$ cat config.mk
export PLATFORM = sky130hd
export DESIGN_NAME = hci_connection_address_tracker_flat
export DESIGN_NICKNAME = d
export VERILOG_FILES = /design/src/sv/hcat_pkg.sv /design/src/sv/hcat_in_if.sv /design/src/sv/hcat_out_if.sv /design/src/sv/hci_connection_address_tracker.sv /design/src/sv/hcat_parser.sv /design/src/flat_wrapper.sv
export SDC_FILE = /design/constraint.sdc
export NUM_CORES = 2
export LEC_CHECK = 0
export ABC_AREA = 1
export BUFFER_PORTS_ARGS = -buffer_cell sky130_fd_sc_hd__buf_2
export CAP_MARGIN = 20
export CORE_ASPECT_RATIO = 0.8
export CORE_MARGIN = 3
export CORE_UTILIZATION = 50
export CTS_CLUSTER_SIZE = 24
export DETAILED_ROUTE_END_ITERATION = 8
export PLACE_DENSITY_LB_ADDON = 0.12
export SYNTH_ARGS = -nofsm -noshare
export SYNTH_HDL_FRONTEND = slang
export SYNTH_SLANG_ARGS = --single-unit
$ cat constraint.sdc
create_clock -name clk_i -period 7.9 [get_ports clk_i]
set_input_delay 1.58 -clock clk_i [delete_from_list [all_inputs] [get_ports clk_i]]
set_output_delay 1.58 -clock clk_i [all_outputs]
set_load 0.02 [all_outputs]
$ cat src/sv/hcat_pkg.sv
`timescale 1ns / 1ps
// ----------------------------------------------------------------------------
// hcat_pkg
// Shared types and constants of the HCI connection address tracker.
// ----------------------------------------------------------------------------
package hcat_pkg;

  localparam int unsigned TableEntriesDef = 16;
  localparam int unsigned MaxPacketDef    = 1028;

  localparam int unsigned SizeW = 11;
  localparam int unsigned AddrW = 48;
  localparam int unsigned HandleW = 16;

  localparam logic [7:0] TYPE_EVENT    = 8'h04;
  localparam logic [7:0] TYPE_ACL      = 8'h02;
  localparam logic [7:0] EVT_LE_META   = 8'h3E;
  localparam logic [7:0] SUB_CONN_DONE = 8'h01;
  localparam logic [7:0] EVT_DISCONN   = 8'h05;
  localparam logic [7:0] EVT_STATUS_OK = 8'h00;

  localparam logic [15:0] LE_CONN_LEN     = 16'd19;
  localparam logic [15:0] DISCONN_LEN     = 16'd4;
  localparam logic [15:0] ACL_HANDLE_MASK = 16'h0FFF;

  localparam logic [1:0] STATUS_OK        = 2'd0;
  localparam logic [1:0] STATUS_MALFORMED = 2'd1;
  localparam logic [1:0] STATUS_FULL      = 2'd2;

  typedef enum logic [1:0] {
    OP_NONE,
    OP_INSERT,
    OP_REMOVE,
    OP_LOOKUP
  } op_e;

  typedef enum logic [1:0] {
    S_COLLECT,
    S_SCAN,
    S_FINISH
  } state_e;

  // Summary of one finished packet, handed from the parser to the table.
  typedef struct packed {
    logic [7:0]         kind;
    logic [SizeW-1:0]   size;
    op_e                op;
    logic [1:0]         status;
    logic [HandleW-1:0] key;
    logic [AddrW-1:0]   address;
  } pkt_t;

  typedef struct packed {
    logic [HandleW-1:0] handle;
    logic [AddrW-1:0]   address;
  } entry_t;

  typedef struct packed {
    logic [7:0]       kind;
    logic [SizeW-1:0] size;
    logic [AddrW-1:0] address;
    logic             found;
    logic [1:0]       status;
  } result_t;

endpackage

$ cat src/sv/hcat_in_if.sv
`timescale 1ns / 1ps
// ----------------------------------------------------------------------------
// hcat_in_if
// Byte channel into the tracker: one packet byte and its end marker per word.
// ----------------------------------------------------------------------------
interface hcat_in_if;
  logic       valid;
  logic       ready;
  logic [7:0] data_byte;
  logic       last_byte;

  modport source (output valid, output data_byte, output last_byte, input ready);
  modport sink   (input valid, input data_byte, input last_byte, output ready);
endinterface

$ cat src/sv/hcat_out_if.sv
`timescale 1ns / 1ps
// ----------------------------------------------------------------------------
// hcat_out_if
// Result channel of the tracker: one word per packet.
// ----------------------------------------------------------------------------
interface hcat_out_if;
  logic                     valid;
  logic                     ready;
  logic [7:0]               kind_of_packet;
  logic [hcat_pkg::SizeW-1:0] payload_size;
  logic [hcat_pkg::AddrW-1:0] peer_address;
  logic                     address_found;
  logic [1:0]               status;

  modport source (output valid, output kind_of_packet, output payload_size,
                  output peer_address, output address_found, output status,
                  input ready);
  modport sink   (input valid, input kind_of_packet, input payload_size,
                  input peer_address, input address_found, input status,
                  output ready);
endinterface

$ cat src/sv/hci_connection_address_tracker.sv
`timescale 1ns / 1ps
// ----------------------------------------------------------------------------
// hci_connection_address_tracker
// Follows HCI connection events and tags ACL packets with their peer address.
// ----------------------------------------------------------------------------
// Packet bytes are taken one word per cycle, type byte first, and every
// packet gives one result word. Packets that need the connection table
// (a well-formed LE connection complete with status zero, a well-formed
// disconnection complete, or a well-formed ACL packet) are followed by a
// scan of the entry memory, one entry read per cycle, and after such a last
// byte the input is held off until the scan ends and its result word is
// written; other packets do not hold off the input. Entry valid bits
// live in flip-flops cleared by reset, so no clearing pass is needed. A
// result word waits in an output register; the next packet's bytes keep
// flowing meanwhile, and only its last byte waits for that register.
module hci_connection_address_tracker #(
  parameter int unsigned TABLE_ENTRIES = hcat_pkg::TableEntriesDef,
  parameter int unsigned MAX_PACKET    = hcat_pkg::MaxPacketDef
) (
  input  logic       clk_i,
  input  logic       rst_ni,
  hcat_in_if.sink    in_i,
  hcat_out_if.source out_o
);

  localparam int unsigned IdxW = (TABLE_ENTRIES > 1) ? $clog2(TABLE_ENTRIES) : 1;
  localparam int unsigned CntW = IdxW + 1;
  localparam logic [IdxW-1:0] LastIdx = IdxW'(TABLE_ENTRIES - 1);
  localparam logic [CntW-1:0] EntryCnt = CntW'(TABLE_ENTRIES);

  hcat_pkg::state_e  state_q, state_d;
  hcat_pkg::pkt_t    pkt, pkt_q;
  hcat_pkg::entry_t  mem [TABLE_ENTRIES];
  hcat_pkg::entry_t  rd_q;
  hcat_pkg::result_t res_q, res_d;

  logic [TABLE_ENTRIES-1:0] valid_q, valid_d;
  logic                     res_valid_q, res_valid_d;
  logic [CntW-1:0]          rd_cnt_q, rd_cnt_d;
  logic                     cmp_valid_q;
  logic [IdxW-1:0]          cmp_idx_q;
  logic                     match_q, match_d;
  logic [IdxW-1:0]          match_idx_q, match_idx_d;
  logic [hcat_pkg::AddrW-1:0] match_addr_q, match_addr_d;
  logic                     free_q, free_d;
  logic [IdxW-1:0]          free_idx_q, free_idx_d;

  logic            res_free;
  logic            in_ready;
  logic            in_fire;
  logic            pkt_done;
  logic            start_scan;
  logic            direct_fire;
  logic            rd_en;
  logic            scan_done;
  logic            finish_fire;
  logic            hit;
  logic            wr_en;
  logic [IdxW-1:0] wr_idx;

  hcat_parser #(
    .MAX_PACKET(MAX_PACKET)
  ) u_parser (
    .clk_i      (clk_i),
    .rst_ni     (rst_ni),
    .accept_i   (in_fire),
    .data_byte_i(in_i.data_byte),
    .last_byte_i(in_i.last_byte),
    .pkt_o      (pkt)
  );

  // The output register is free when empty or drained in this cycle.
  assign res_free  = !res_valid_q || out_o.ready;
  assign in_fire   = in_i.valid && in_ready;
  assign pkt_done  = in_fire && in_i.last_byte;
  assign scan_done = cmp_valid_q && (cmp_idx_q == LastIdx);
  assign hit       = cmp_valid_q && valid_q[cmp_idx_q] && (rd_q.handle == pkt_q.key);

  // Next state.
  always_comb begin
    state_d = state_q;
    case (state_q)
      hcat_pkg::S_COLLECT: begin
        if (pkt_done && pkt.op != hcat_pkg::OP_NONE) begin
          state_d = hcat_pkg::S_SCAN;
        end
      end
      hcat_pkg::S_SCAN: begin
        if (scan_done) begin
          state_d = hcat_pkg::S_FINISH;
        end
      end
      hcat_pkg::S_FINISH: begin
        if (res_free) begin
          state_d = hcat_pkg::S_COLLECT;
        end
      end
      default: state_d = hcat_pkg::S_COLLECT;
    endcase
  end

  // Control outputs of the sequencer.
  always_comb begin
    in_ready    = 1'b0;
    start_scan  = 1'b0;
    direct_fire = 1'b0;
    rd_en       = 1'b0;
    finish_fire = 1'b0;
    case (state_q)
      hcat_pkg::S_COLLECT: begin
        // Only a last byte needs room in the output register.
        in_ready    = res_free || !in_i.last_byte;
        start_scan  = pkt_done && (pkt.op != hcat_pkg::OP_NONE);
        direct_fire = pkt_done && (pkt.op == hcat_pkg::OP_NONE);
      end
      hcat_pkg::S_SCAN: begin
        rd_en = rd_cnt_q < EntryCnt;
      end
      hcat_pkg::S_FINISH: begin
        finish_fire = res_free;
      end
      default: begin
        in_ready = 1'b0;
      end
    endcase
  end

  // Scan bookkeeping: the first matching valid entry and the lowest free one.
  always_comb begin
    rd_cnt_d     = rd_cnt_q;
    match_d      = match_q;
    match_idx_d  = match_idx_q;
    match_addr_d = match_addr_q;
    free_d       = free_q;
    free_idx_d   = free_idx_q;
    if (start_scan) begin
      rd_cnt_d = '0;
      match_d  = 1'b0;
      free_d   = 1'b0;
    end else begin
      if (rd_en) begin
        rd_cnt_d = rd_cnt_q + CntW'(1);
      end
      if (hit && !match_q) begin
        match_d      = 1'b1;
        match_idx_d  = cmp_idx_q;
        match_addr_d = rd_q.address;
      end
      if (cmp_valid_q && !valid_q[cmp_idx_q] && !free_q) begin
        free_d     = 1'b1;
        free_idx_d = cmp_idx_q;
      end
    end
  end

  // Table update at the end of a scan, and the result word of every packet.
  always_comb begin
    valid_d = valid_q;
    wr_en   = 1'b0;
    wr_idx  = match_q ? match_idx_q : free_idx_q;
    res_d   = res_q;
    if (direct_fire) begin
      res_d.kind    = pkt.kind;
      res_d.size    = pkt.size;
      res_d.address = '0;
      res_d.found   = 1'b0;
      res_d.status  = pkt.status;
    end else if (finish_fire) begin
      res_d.kind    = pkt_q.kind;
      res_d.size    = pkt_q.size;
      res_d.address = '0;
      res_d.found   = 1'b0;
      res_d.status  = hcat_pkg::STATUS_OK;
      case (pkt_q.op)
        hcat_pkg::OP_INSERT: begin
          if (match_q || free_q) begin
            wr_en = 1'b1;
            if (!match_q) begin
              valid_d[free_idx_q] = 1'b1;
            end
          end else begin
            res_d.status = hcat_pkg::STATUS_FULL;
          end
        end
        hcat_pkg::OP_REMOVE: begin
          if (match_q) begin
            valid_d[match_idx_q] = 1'b0;
          end
        end
        hcat_pkg::OP_LOOKUP: begin
          if (match_q) begin
            res_d.address = match_addr_q;
            res_d.found   = 1'b1;
          end
        end
        default: begin
          res_d.status = hcat_pkg::STATUS_OK;
        end
      endcase
    end
  end

  always_comb begin
    res_valid_d = res_valid_q;
    if (direct_fire || finish_fire) begin
      res_valid_d = 1'b1;
    end else if (out_o.ready) begin
      res_valid_d = 1'b0;
    end
  end

  // Entry memory: one write port, one registered read port.
  always_ff @(posedge clk_i) begin
    if (wr_en) begin
      mem[wr_idx] <= '{handle: pkt_q.key, address: pkt_q.address};
    end
    if (rd_en) begin
      rd_q <= mem[rd_cnt_q[IdxW-1:0]];
    end
  end

  always_ff @(posedge clk_i) begin
    if (start_scan) begin
      pkt_q <= pkt;
    end
    if (direct_fire || finish_fire) begin
      res_q <= res_d;
    end
    match_idx_q  <= match_idx_d;
    match_addr_q <= match_addr_d;
    free_idx_q   <= free_idx_d;
    cmp_idx_q    <= rd_cnt_q[IdxW-1:0];
  end

  always_ff @(posedge clk_i or negedge rst_ni) begin
    if (!rst_ni) begin
      state_q     <= hcat_pkg::S_COLLECT;
      valid_q     <= '0;
      res_valid_q <= 1'b0;
      rd_cnt_q    <= '0;
      cmp_valid_q <= 1'b0;
      match_q     <= 1'b0;
      free_q      <= 1'b0;
    end else begin
      state_q     <= state_d;
      valid_q     <= valid_d;
      res_valid_q <= res_valid_d;
      rd_cnt_q    <= rd_cnt_d;
      cmp_valid_q <= rd_en;
      match_q     <= match_d;
      free_q      <= free_d;
    end
  end

  assign in_i.ready           = in_ready;
  assign out_o.valid          = res_valid_q;
  assign out_o.kind_of_packet = res_q.kind;
  assign out_o.payload_size   = res_q.size;
  assign out_o.peer_address   = res_q.address;
  assign out_o.address_found  = res_q.found;
  assign out_o.status         = res_q.status;

endmodule

$ cat src/sv/hcat_parser.sv
`timescale 1ns / 1ps
// ----------------------------------------------------------------------------
// hcat_parser
// Collects the fields of one HCI packet and classifies it at its last byte.
// ----------------------------------------------------------------------------
module hcat_parser #(
  parameter int unsigned MAX_PACKET = hcat_pkg::MaxPacketDef
) (
  input  logic               clk_i,
  input  logic               rst_ni,
  input  logic               accept_i,
  input  logic [7:0]         data_byte_i,
  input  logic               last_byte_i,
  output hcat_pkg::pkt_t     pkt_o
);

  localparam int unsigned PosW = $clog2(MAX_PACKET);
  localparam logic [PosW-1:0] PosMax = PosW'(MAX_PACKET - 1);
  localparam int unsigned LenW = 17;

  logic                          awaiting_q, awaiting_d;
  logic                          overlong_q, overlong_d;
  logic [PosW-1:0]               pos_q, pos_d;
  logic [7:0]                    held_type_q, held_type_d;
  logic [7:0]                    event_code_q, event_code_d;
  logic [15:0]                   decl_len_q, decl_len_d;
  logic [7:0]                    sub_event_q, sub_event_d;
  logic [7:0]                    event_status_q, event_status_d;
  logic [hcat_pkg::HandleW-1:0]  handle_q, handle_d;
  logic [hcat_pkg::AddrW-1:0]    address_q, address_d;
  logic [LenW-1:0]               size_w;

  always_comb begin
    awaiting_d     = awaiting_q;
    overlong_d     = overlong_q;
    pos_d          = pos_q;
    held_type_d    = held_type_q;
    event_code_d   = event_code_q;
    decl_len_d     = decl_len_q;
    sub_event_d    = sub_event_q;
    event_status_d = event_status_q;
    handle_d       = handle_q;
    address_d      = address_q;
    if (accept_i) begin
      if (awaiting_q) begin
        held_type_d    = data_byte_i;
        pos_d          = '0;
        overlong_d     = 1'b0;
        event_code_d   = '0;
        decl_len_d     = '0;
        sub_event_d    = '0;
        event_status_d = '0;
        handle_d       = '0;
        address_d      = '0;
      end else begin
        if (held_type_q == hcat_pkg::TYPE_ACL) begin
          if (pos_q == PosW'(0)) begin
            handle_d[7:0] = data_byte_i;
          end else if (pos_q == PosW'(1)) begin
            handle_d[15:8] = data_byte_i;
          end else if (pos_q == PosW'(2)) begin
            decl_len_d[7:0] = data_byte_i;
          end else if (pos_q == PosW'(3)) begin
            decl_len_d[15:8] = data_byte_i;
          end
        end else if (held_type_q == hcat_pkg::TYPE_EVENT) begin
          if (pos_q == PosW'(0)) begin
            event_code_d = data_byte_i;
          end else if (pos_q == PosW'(1)) begin
            decl_len_d = {8'h00, data_byte_i};
          end else if (event_code_q == hcat_pkg::EVT_LE_META) begin
            if (pos_q == PosW'(2)) begin
              sub_event_d = data_byte_i;
            end else if (pos_q == PosW'(3)) begin
              event_status_d = data_byte_i;
            end else if (pos_q == PosW'(4)) begin
              handle_d[7:0] = data_byte_i;
            end else if (pos_q == PosW'(5)) begin
              handle_d[15:8] = data_byte_i;
            end else if (pos_q >= PosW'(8) && pos_q <= PosW'(13)) begin
              // Offsets 8 to 13 map onto address lanes 0 to 5.
              address_d[{pos_q[2:0], 3'b000} +: 8] = data_byte_i;
            end
          end else if (event_code_q == hcat_pkg::EVT_DISCONN) begin
            if (pos_q == PosW'(2)) begin
              event_status_d = data_byte_i;
            end else if (pos_q == PosW'(3)) begin
              handle_d[7:0] = data_byte_i;
            end else if (pos_q == PosW'(4)) begin
              handle_d[15:8] = data_byte_i;
            end
          end
        end
        if (pos_q >= PosMax) begin
          overlong_d = 1'b1;
        end else begin
          pos_d = pos_q + PosW'(1);
        end
      end
      awaiting_d = last_byte_i;
    end
  end

  // Classification of the packet as it stands after the current byte.
  always_comb begin
    size_w         = LenW'(pos_d);
    pkt_o.kind     = held_type_d;
    pkt_o.size     = hcat_pkg::SizeW'(pos_d);
    pkt_o.op       = hcat_pkg::OP_NONE;
    pkt_o.status   = hcat_pkg::STATUS_OK;
    pkt_o.key      = handle_d;
    pkt_o.address  = address_d;
    if (overlong_d) begin
      pkt_o.status = hcat_pkg::STATUS_MALFORMED;
    end else if (held_type_d == hcat_pkg::TYPE_EVENT) begin
      if (size_w < LenW'(2) || (size_w - LenW'(2)) != LenW'(decl_len_d)) begin
        pkt_o.status = hcat_pkg::STATUS_MALFORMED;
      end else if (event_code_d == hcat_pkg::EVT_LE_META &&
                   sub_event_d == hcat_pkg::SUB_CONN_DONE) begin
        if (decl_len_d != hcat_pkg::LE_CONN_LEN) begin
          pkt_o.status = hcat_pkg::STATUS_MALFORMED;
        end else if (event_status_d == hcat_pkg::EVT_STATUS_OK) begin
          pkt_o.op = hcat_pkg::OP_INSERT;
        end
      end else if (event_code_d == hcat_pkg::EVT_DISCONN) begin
        if (decl_len_d != hcat_pkg::DISCONN_LEN) begin
          pkt_o.status = hcat_pkg::STATUS_MALFORMED;
        end else begin
          pkt_o.op = hcat_pkg::OP_REMOVE;
        end
      end
    end else if (held_type_d == hcat_pkg::TYPE_ACL) begin
      if (size_w < LenW'(8) || (size_w - LenW'(4)) != LenW'(decl_len_d)) begin
        pkt_o.status = hcat_pkg::STATUS_MALFORMED;
      end else begin
        pkt_o.op  = hcat_pkg::OP_LOOKUP;
        pkt_o.key = handle_d & hcat_pkg::ACL_HANDLE_MASK;
      end
    end
  end

  always_ff @(posedge clk_i or negedge rst_ni) begin
    if (!rst_ni) begin
      awaiting_q     <= 1'b1;
      overlong_q     <= 1'b0;
      pos_q          <= '0;
      held_type_q    <= '0;
      event_code_q   <= '0;
      decl_len_q     <= '0;
      sub_event_q    <= '0;
      event_status_q <= '0;
      handle_q       <= '0;
      address_q      <= '0;
    end else begin
      awaiting_q     <= awaiting_d;
      overlong_q     <= overlong_d;
      pos_q          <= pos_d;
      held_type_q    <= held_type_d;
      event_code_q   <= event_code_d;
      decl_len_q     <= decl_len_d;
      sub_event_q    <= sub_event_d;
      event_status_q <= event_status_d;
      handle_q       <= handle_d;
      address_q      <= address_d;
    end
  end

endmodule

$ cat src/flat_wrapper.sv
// flat-port wrapper written by rule: the top's interface ports become plain ports
module hci_connection_address_tracker_flat 
#(
  parameter int unsigned TABLE_ENTRIES = hcat_pkg::TableEntriesDef,
  parameter int unsigned MAX_PACKET    = hcat_pkg::MaxPacketDef
)
  (clk_i, rst_ni, in_i_valid, in_i_data_byte, in_i_last_byte, in_i_ready, out_o_valid, out_o_kind_of_packet, out_o_payload_size, out_o_peer_address, out_o_address_found, out_o_status, out_o_ready);
  hcat_in_if in_i_i ();
  hcat_out_if out_o_i ();
  input  logic clk_i;
  input  logic rst_ni;
  input wire logic [$bits(in_i_i.valid)-1:0] in_i_valid;
  input wire logic [$bits(in_i_i.data_byte)-1:0] in_i_data_byte;
  input wire logic [$bits(in_i_i.last_byte)-1:0] in_i_last_byte;
  output wire logic [$bits(in_i_i.ready)-1:0] in_i_ready;
  output wire logic [$bits(out_o_i.valid)-1:0] out_o_valid;
  output wire logic [$bits(out_o_i.kind_of_packet)-1:0] out_o_kind_of_packet;
  output wire logic [$bits(out_o_i.payload_size)-1:0] out_o_payload_size;
  output wire logic [$bits(out_o_i.peer_address)-1:0] out_o_peer_address;
  output wire logic [$bits(out_o_i.address_found)-1:0] out_o_address_found;
  output wire logic [$bits(out_o_i.status)-1:0] out_o_status;
  input wire logic [$bits(out_o_i.ready)-1:0] out_o_ready;
  assign in_i_i.valid = in_i_valid;
  assign in_i_i.data_byte = in_i_data_byte;
  assign in_i_i.last_byte = in_i_last_byte;
  assign in_i_ready = in_i_i.ready;
  assign out_o_valid = out_o_i.valid;
  assign out_o_kind_of_packet = out_o_i.kind_of_packet;
  assign out_o_payload_size = out_o_i.payload_size;
  assign out_o_peer_address = out_o_i.peer_address;
  assign out_o_address_found = out_o_i.address_found;
  assign out_o_status = out_o_i.status;
  assign out_o_i.ready = out_o_ready;
  hci_connection_address_tracker #(.TABLE_ENTRIES(TABLE_ENTRIES), .MAX_PACKET(MAX_PACKET)) u_core (.clk_i(clk_i), .rst_ni(rst_ni), .in_i(in_i_i), .out_o(out_o_i));
endmodule
After elaboration in Yosys (flattened, before gate mapping) --
Memory sizes are Yosys's and may differ from the RTL's. A register that Yosys moved wholly into a read port is not among the register bits. Cells that the tools add are included.
Storage, ports and cells: latch bits 0, logic and storage cells 261, flip-flop bits (word level) 367, bits in read-only memories 0, bits of input ports 13, RAM bits 1024, memories kept 1
Cells by class: $add $sub $neg 5, order comparisons 11, $mul 0, shift-type cells 2, bitwise gates (word level) 5, mux-type cells 134, reductions and logical operators 41, equal/unequal tests 31, divide/modulo/power cells 0
Memory list:
- u_core.mem | words 16, bits a word 64, read ports 1, clocked after Yosys merged registers in 1, write ports 1, line hci_connection_address_tracker.sv:33 | hcat_pkg::entry_t mem [TABLE_ENTRIES];
Operators with widths (count):
- two-way mux 48 bit | 12
- two-way mux 16 bit | 25
- two-way mux 8 bit | 38
- two-way mux 70 bit | 2
- two-way mux 49 bit | 2
- bitwise mux 48 bit | 1
- variable shift 8 x 8 -> 48 bit, first input constant | 1
- indexed part select 8 x 8 -> 48 bit | 1
- != test 17 x 16 -> 1 bit | 2
- two-way mux 11 bit | 3
- == test 8 x 3 -> 1 bit, second input constant | 4
- case mux 16 bit (2 select lines) | 1
- two-way mux 1 bit | 28
- == test 11 x 2 -> 1 bit, second input constant | 2
- == test 11 x 3 -> 1 bit, second input constant | 2
- two-way mux 2 bit | 11
- two-way mux 20 bit | 1
- bitwise AND 16 bit | 1
- == test 16 bit | 1
- == test 8 x 2 -> 1 bit, second input constant | 2
- == test 8 x 6 -> 1 bit, second input constant | 2
- two-way mux 4 bit | 4
- != test 16 x 3 -> 1 bit, second input constant | 1
- != test 16 x 5 -> 1 bit, second input constant | 1
- 37 further kinds | 81

Logic depth before layout (Yosys ltp) --
word-level depth 23, mapped depth 27, gate-level depth less buffers 27

Modules after synthesis --
Synthesis repeated with hierarchy kept, for this count alone.
Unflattened totals: cells, all modules 5057, area, all modules 60006.3 µm²
By module, submodules not included:
- hci_connection_address_tracker | cells each 3703, sequential area each 39763.1 µm², area each 50893.8 µm², instances 1
- hcat_parser | cells each 1354, sequential area each 3129.3 µm², area each 9112.5 µm², instances 1

Worst setup path before layout --
Ideal clock, no wire load.
path type input to register, from input port out_o_ready, to register u_core.match_addr_q[0] in the netlist's numbering, enable pin, data arrival time 6.188 ns, library setup time 0.462 ns, cell stages on the path 24, path buffers 2, path slack 1.251 ns, path through nor2_2 nand2_1 nand3_4 inv_2 buf_4 buf_4 nand4_1 nand3_1 ha_1 nand4_1 nand3_1 nor2_2 nand2_1 nor2_1 nor2_1 nand2_1 nor2_1 nand3_1 nand2_1 nand2_2 nand2_1 nand2_1 nand2_1 nor2_1
Between the ends: cells in the longest elaborated chain, start to end 17, elaborated cells on any way between the ends 44
RTL lines:
- start, declared | line flat_wrapper.sv:22 | input wire logic [$bits(out_o_i.ready)-1:0] out_o_ready;
- logical OR 1 bit (*) | line hci_connection_address_tracker.sv:73 | assign res_free = !res_valid_q || out_o.ready;
- logical OR 1 bit (*) | line hci_connection_address_tracker.sv:112 | in_ready = res_free || !in_i.last_byte;
- two-way mux 1 bit (*) | line hci_connection_address_tracker.sv:109 | case (state_q)
- logical AND 1 bit (*) | line hci_connection_address_tracker.sv:74 | assign in_fire = in_i.valid && in_ready;
- two-way mux 11 bit, or another cell as far along | line hcat_parser.sv:44 | if (accept_i) begin
- subtractor 11 x 3 -> 12 bit, or another cell as far along | line hcat_parser.sv:133 | if (size_w < LenW'(8) || (size_w - LenW'(4)) != LenW'(decl_len_d)) begin
- != test 17 x 16 -> 1 bit, or another cell as far along | line hcat_parser.sv:133
- logical OR 1 bit, or another cell as far along | line hcat_parser.sv:133
- two-way mux 2 bit / two-way mux 4 bit (equally long branches) | line hcat_parser.sv:133, hcat_parser.sv:118
- two-way mux 20 bit / two-way mux 2 bit (equally long branches) | line hcat_parser.sv:132, hcat_parser.sv:116
- two-way mux 4 bit | line hcat_parser.sv:115 | end else if (held_type_d == hcat_pkg::TYPE_EVENT) begin
- two-way mux 2 bit | line hcat_parser.sv:113 | if (overlong_d) begin
- nonzero test 2 bit | line hci_connection_address_tracker.sv:113 | start_scan = pkt_done && (pkt.op != hcat_pkg::OP_NONE);
- logical AND 1 bit (*) | line hci_connection_address_tracker.sv:113
- two-way mux 1 bit (*) | line hci_connection_address_tracker.sv:109
- inverter 1 bit (no line) (*)
- AND reduction 2 bit (no line) (*)
- end signal, assigned | line hci_connection_address_tracker.sv:230 | match_addr_q <= match_addr_d;
- end, declared | line hci_connection_address_tracker.sv:44 | logic [hcat_pkg::AddrW-1:0] match_addr_q, match_addr_d;
Every way passes the cells marked *; elsewhere a longest branch is shown, timed or not. A chain may end at the register's enable or synchronous reset.

Worst setup path in the final report --
from register u_core.u_parser.pos_q[0], to register u_core.pkt_q[43] in the netlist's numbering, enable pin
Between the ends: cells in the longest elaborated chain, start to end 20, elaborated cells on any way between the ends 75
RTL lines:
- start, declared | line hcat_parser.sv:23 | logic [PosW-1:0] pos_q, pos_d;
- start signal, assigned | line hcat_parser.sv:157 | pos_q <= pos_d;
- branches (longest 16 deep; another with subtractor 11 x 3 -> 12 bit)
- two-way mux 2 bit (*) | line hcat_parser.sv:113
- nonzero test 2 bit (*) | line hci_connection_address_tracker.sv:113
- logical AND 1 bit (*) | line hci_connection_address_tracker.sv:113
- two-way mux 1 bit (*) | line hci_connection_address_tracker.sv:109
- via u_core.start_scan | line hci_connection_address_tracker.sv:52 | logic start_scan;
- end signal, assigned | line hci_connection_address_tracker.sv:224 | pkt_q <= pkt;
- end, declared | line hci_connection_address_tracker.sv:32 | hcat_pkg::pkt_t pkt, pkt_q;
Mark *: on every way through the listed nets, which the timed path passes.

==> results.ini <==
[status]
status = completed

[timing]
skew_ps = 20.1
hold_viol = 0
fin_crit_sh_pct = 71.9
worst_hold_slack_ps = 412
slew_viol_final = 0
rsz0062_at_grt = no
tightestPinTransition_ps = 1120
fin_crit_ps = 5680
slew_headroom_pct = 25.4
setup-violations-final = 0
max_freq_mhz = 176
timing.setup.tns_ps = 0

[placed_design]
gp_congestion = 0.897
dp_cells = 6229
portBuffers = 84
place_area_mm2 = 0.0616
place_hpwl_um = 88100

[logic_synthesis]
ys_warn_count = 0
yosys.area.top_type_share_pct = 65.6
syn-num-nets = 4832
yosys.area.top_type = edfxtp_1
synth_seq_area_share_pct = 72.1
syn_inst = 4807
synth_edf_count = 1299
synth_top_flop_cell = edfxtp_1
synth.distinct_cells = 57
ys_async_sr_fraction_pct = 10.4
ys_ff_latch = 1455
avgSynthCellArea_um2 = 12.4
synthTopCellsByArea = edfxtp_1 (66%), dfrtp_1 (6.4%), nor2_1 (4.9%)
synthesis.area_mm2 = 0.0595

[route]
viasPerCell = 5.92
ant_nets = 0
drt_iter0_drc = 4449
route.detailed.drc = 0
maxUsedRoutingLayer = met5
via_count = 38385
wl_met3_um = 12800
wl_met1_um = 73800
wl_met2_um = 71800
wl_per_cell_um = 24.9
routed_wl_um = 161000
dr.pass1.iters = 6

[die]
initial_core_util_pct = 50.7
core.rowCount = 112
dieArea_mm2 = 0.123
dieWidth_um = 392
die_h_um = 314
io_pins = 85
coreArea_mm2 = 0.117

[job]
maxCapViolCount = 0

[finish]
area_growth_syn_to_layout_pct = 11.3
final_cell_area_mm2 = 0.0662
multiInputGateArea_mm2 = 0.0145
fin_nets = 4860
antenna_cells = 0
instances_no_fill = 6483
drive_gt1_share_pct = 9.32
final_cell_mix = edfxtp_1 (1299), nor2_1 (760), nand2_1 (640)
seq_area_mm2 = 0.0429
fill_cells = 9541
layout_commonest_cell = edfxtp_1

[setup_path]
crit_top_cell = nand2_1
reg2reg_depth = 22
required_ps = 8340
slowest_stage = inv_4
worstPathCellList = inv_1 -> ha_1 -> nand2_4 -> inv_1 -> o21ai_2 -> nand2_2 -> inv_1 -> nand2_1 -> nand2_1 -> nand2_1 -> o21ai_0 -> nand3_1 -> nor2_1 -> nand2_1 -> nor2_1 -> nand3_1 -> nand2_1 -> nand2_2 -> nand2_1 -> nand2_1 -> inv_4 -> buf_4
cpPeakStageDelay_ps = 510
r2r_start = u_core.u_parser.pos_q[0]
crit_family = simple AND/OR/NAND/NOR gates
cp-start-kind = flop
crit_type = flop to flop
cp.depth = 22
path_buf_inv = 5
r2r_slack_ps = 2220
cp_max_fo = 39
arrival_ps = 6120
cp-startpoint = u_core.u_parser.pos_q[0]
crit_path_end_kind = flop

[global_routing]
antenna_found_initial = 5
grt_max_degree = 181
grt.total_usage_pct = 26.1
grt_pass1_wl_um = 239000
grt_pass1_vias = 35846
grt_overflow = 0

[power_and_ir_drop]
vdd_ir_drop_max_mv = 0.256
power_w = 0.0209
p_leak_nw = 23.9
power_density_mw_per_mm2 = 316

[clock_tree]
cts_tree = yes
postCtsSetupBuffers = 0
clk_latency_ps = 780
cts.hold.buffers_added = 0
clkTransAtPathRegs_ps = 70
cts.path.max_buffers = 3
root_buffer = clkbuf_16
post_cts_resize_count = 0
cts-buffers-inserted = 143
cts_sinks = 1455
htree_levels = 4

[worst_hold_path]
hp-start = u_core.rd_q[36]
whs_path_depth = 0
hp-class = flop to flop

[synth_stat cells (2+ instances only)]
cell type and number:
clkinv_1 3, o21ai_1 5, o32ai_1 166, a32oi_1 12
o211ai_1 30, or2_2 6, buf_4 6, o21ai_0 364
o41ai_1 6, ha_1 12, nand4_1 49, nor4_1 5
nor2_4 3, o21a_1 15, o22ai_1 19, xor2_1 10
inv_1 278, o31ai_1 7, nand2_1 641, mux2i_1 105
a21oi_1 88, nand3_2 4, nor3_1 23, a211oi_1 3
clkbuf_1 215, edfxtp_1 1299, inv_2 21, buf_2 10
nor2_2 11, dfxtp_1 4, buf_6 9, nand3b_1 2
nand3_1 264, buf_1 32, nand2_4 2, o221ai_1 111
nor2_1 779, nand3_4 2, nand2_2 17, dfrtp_1 151
a31oi_1 2
[routing by layer]
metal	vias up	track usage, %
met5	-	0
met2	1585	38.7
met4	6	6.42
met1	19092	40.2
li1	17476	-
met3	226	4.64
[where the power goes]
group	internal (W)	switching, W
sequential	0.00865	0.000203
clock	0.00386	0.00293
combinational	0.00153	0.00371
[metrics by stage]
step | worst slack (ps) | utilization (%)
after global routing | 1820 | 56.4
after floorplan | 1250 | -
after CTS | 2310 | 56.4
after detailed placement | 1510 | 52.5
after global placement | 1530 | 52.5
final | 2220 | 56.4
[layout make-up]
cell class | instances | share of cell area, %
sequential | 1455 | 64.8
multi-input combinational | 2778 | 21.9
clock buffer | 189 | 6.01
tap | 1539 | 2.91
inverter | 302 | 1.73
timing repair buffer | 155 | 1.66
clock inverter | 65 | 0.985
[flip-flops by register name (all words and copies together) (netlist names), 11 cells and up]
name / cells
u_core.u_parser.decl_len_q: 16
u_core.u_parser.pos_q: 11
u_core.valid_q: 16
u_core.u_parser.address_q: 48
u_core.pkt_q: 85
u_core.u_parser.handle_q: 16
u_core.rd_q: 64
u_core.out_o.payload_size: 11
u_core.mem: 1024
u_core.out_o.peer_address: 48
u_core.match_addr_q: 48
[kinds of logic (layout without fill, tap and decap cells)]
group,count (synthesis),count (layout),share of synthesized area [%]
xor gates and xnor gates,11,11,0.162
buffers and inverters,574,711,3.79
AOI/OAI and AO/OA,835,835,9.21
DFF,1455,1455,72.1
muxes,105,105,1.77
and+or+nand+nor,1815,1815,12.7
adders and majority gates,12,12,0.252
[final timing paths]
check | end
worst min-delay path | u_core.match_addr_q[36]
worst max-delay path | u_core.pkt_q[43]
min in group asynchronous | u_core.valid_q[1]
worst max register to register | u_core.pkt_q[43]
worst min register to register | u_core.match_addr_q[36]
max in group asynchronous | u_core.u_parser.event_status_q[4]
Note: power is estimated with default switching activity, not from simulation.
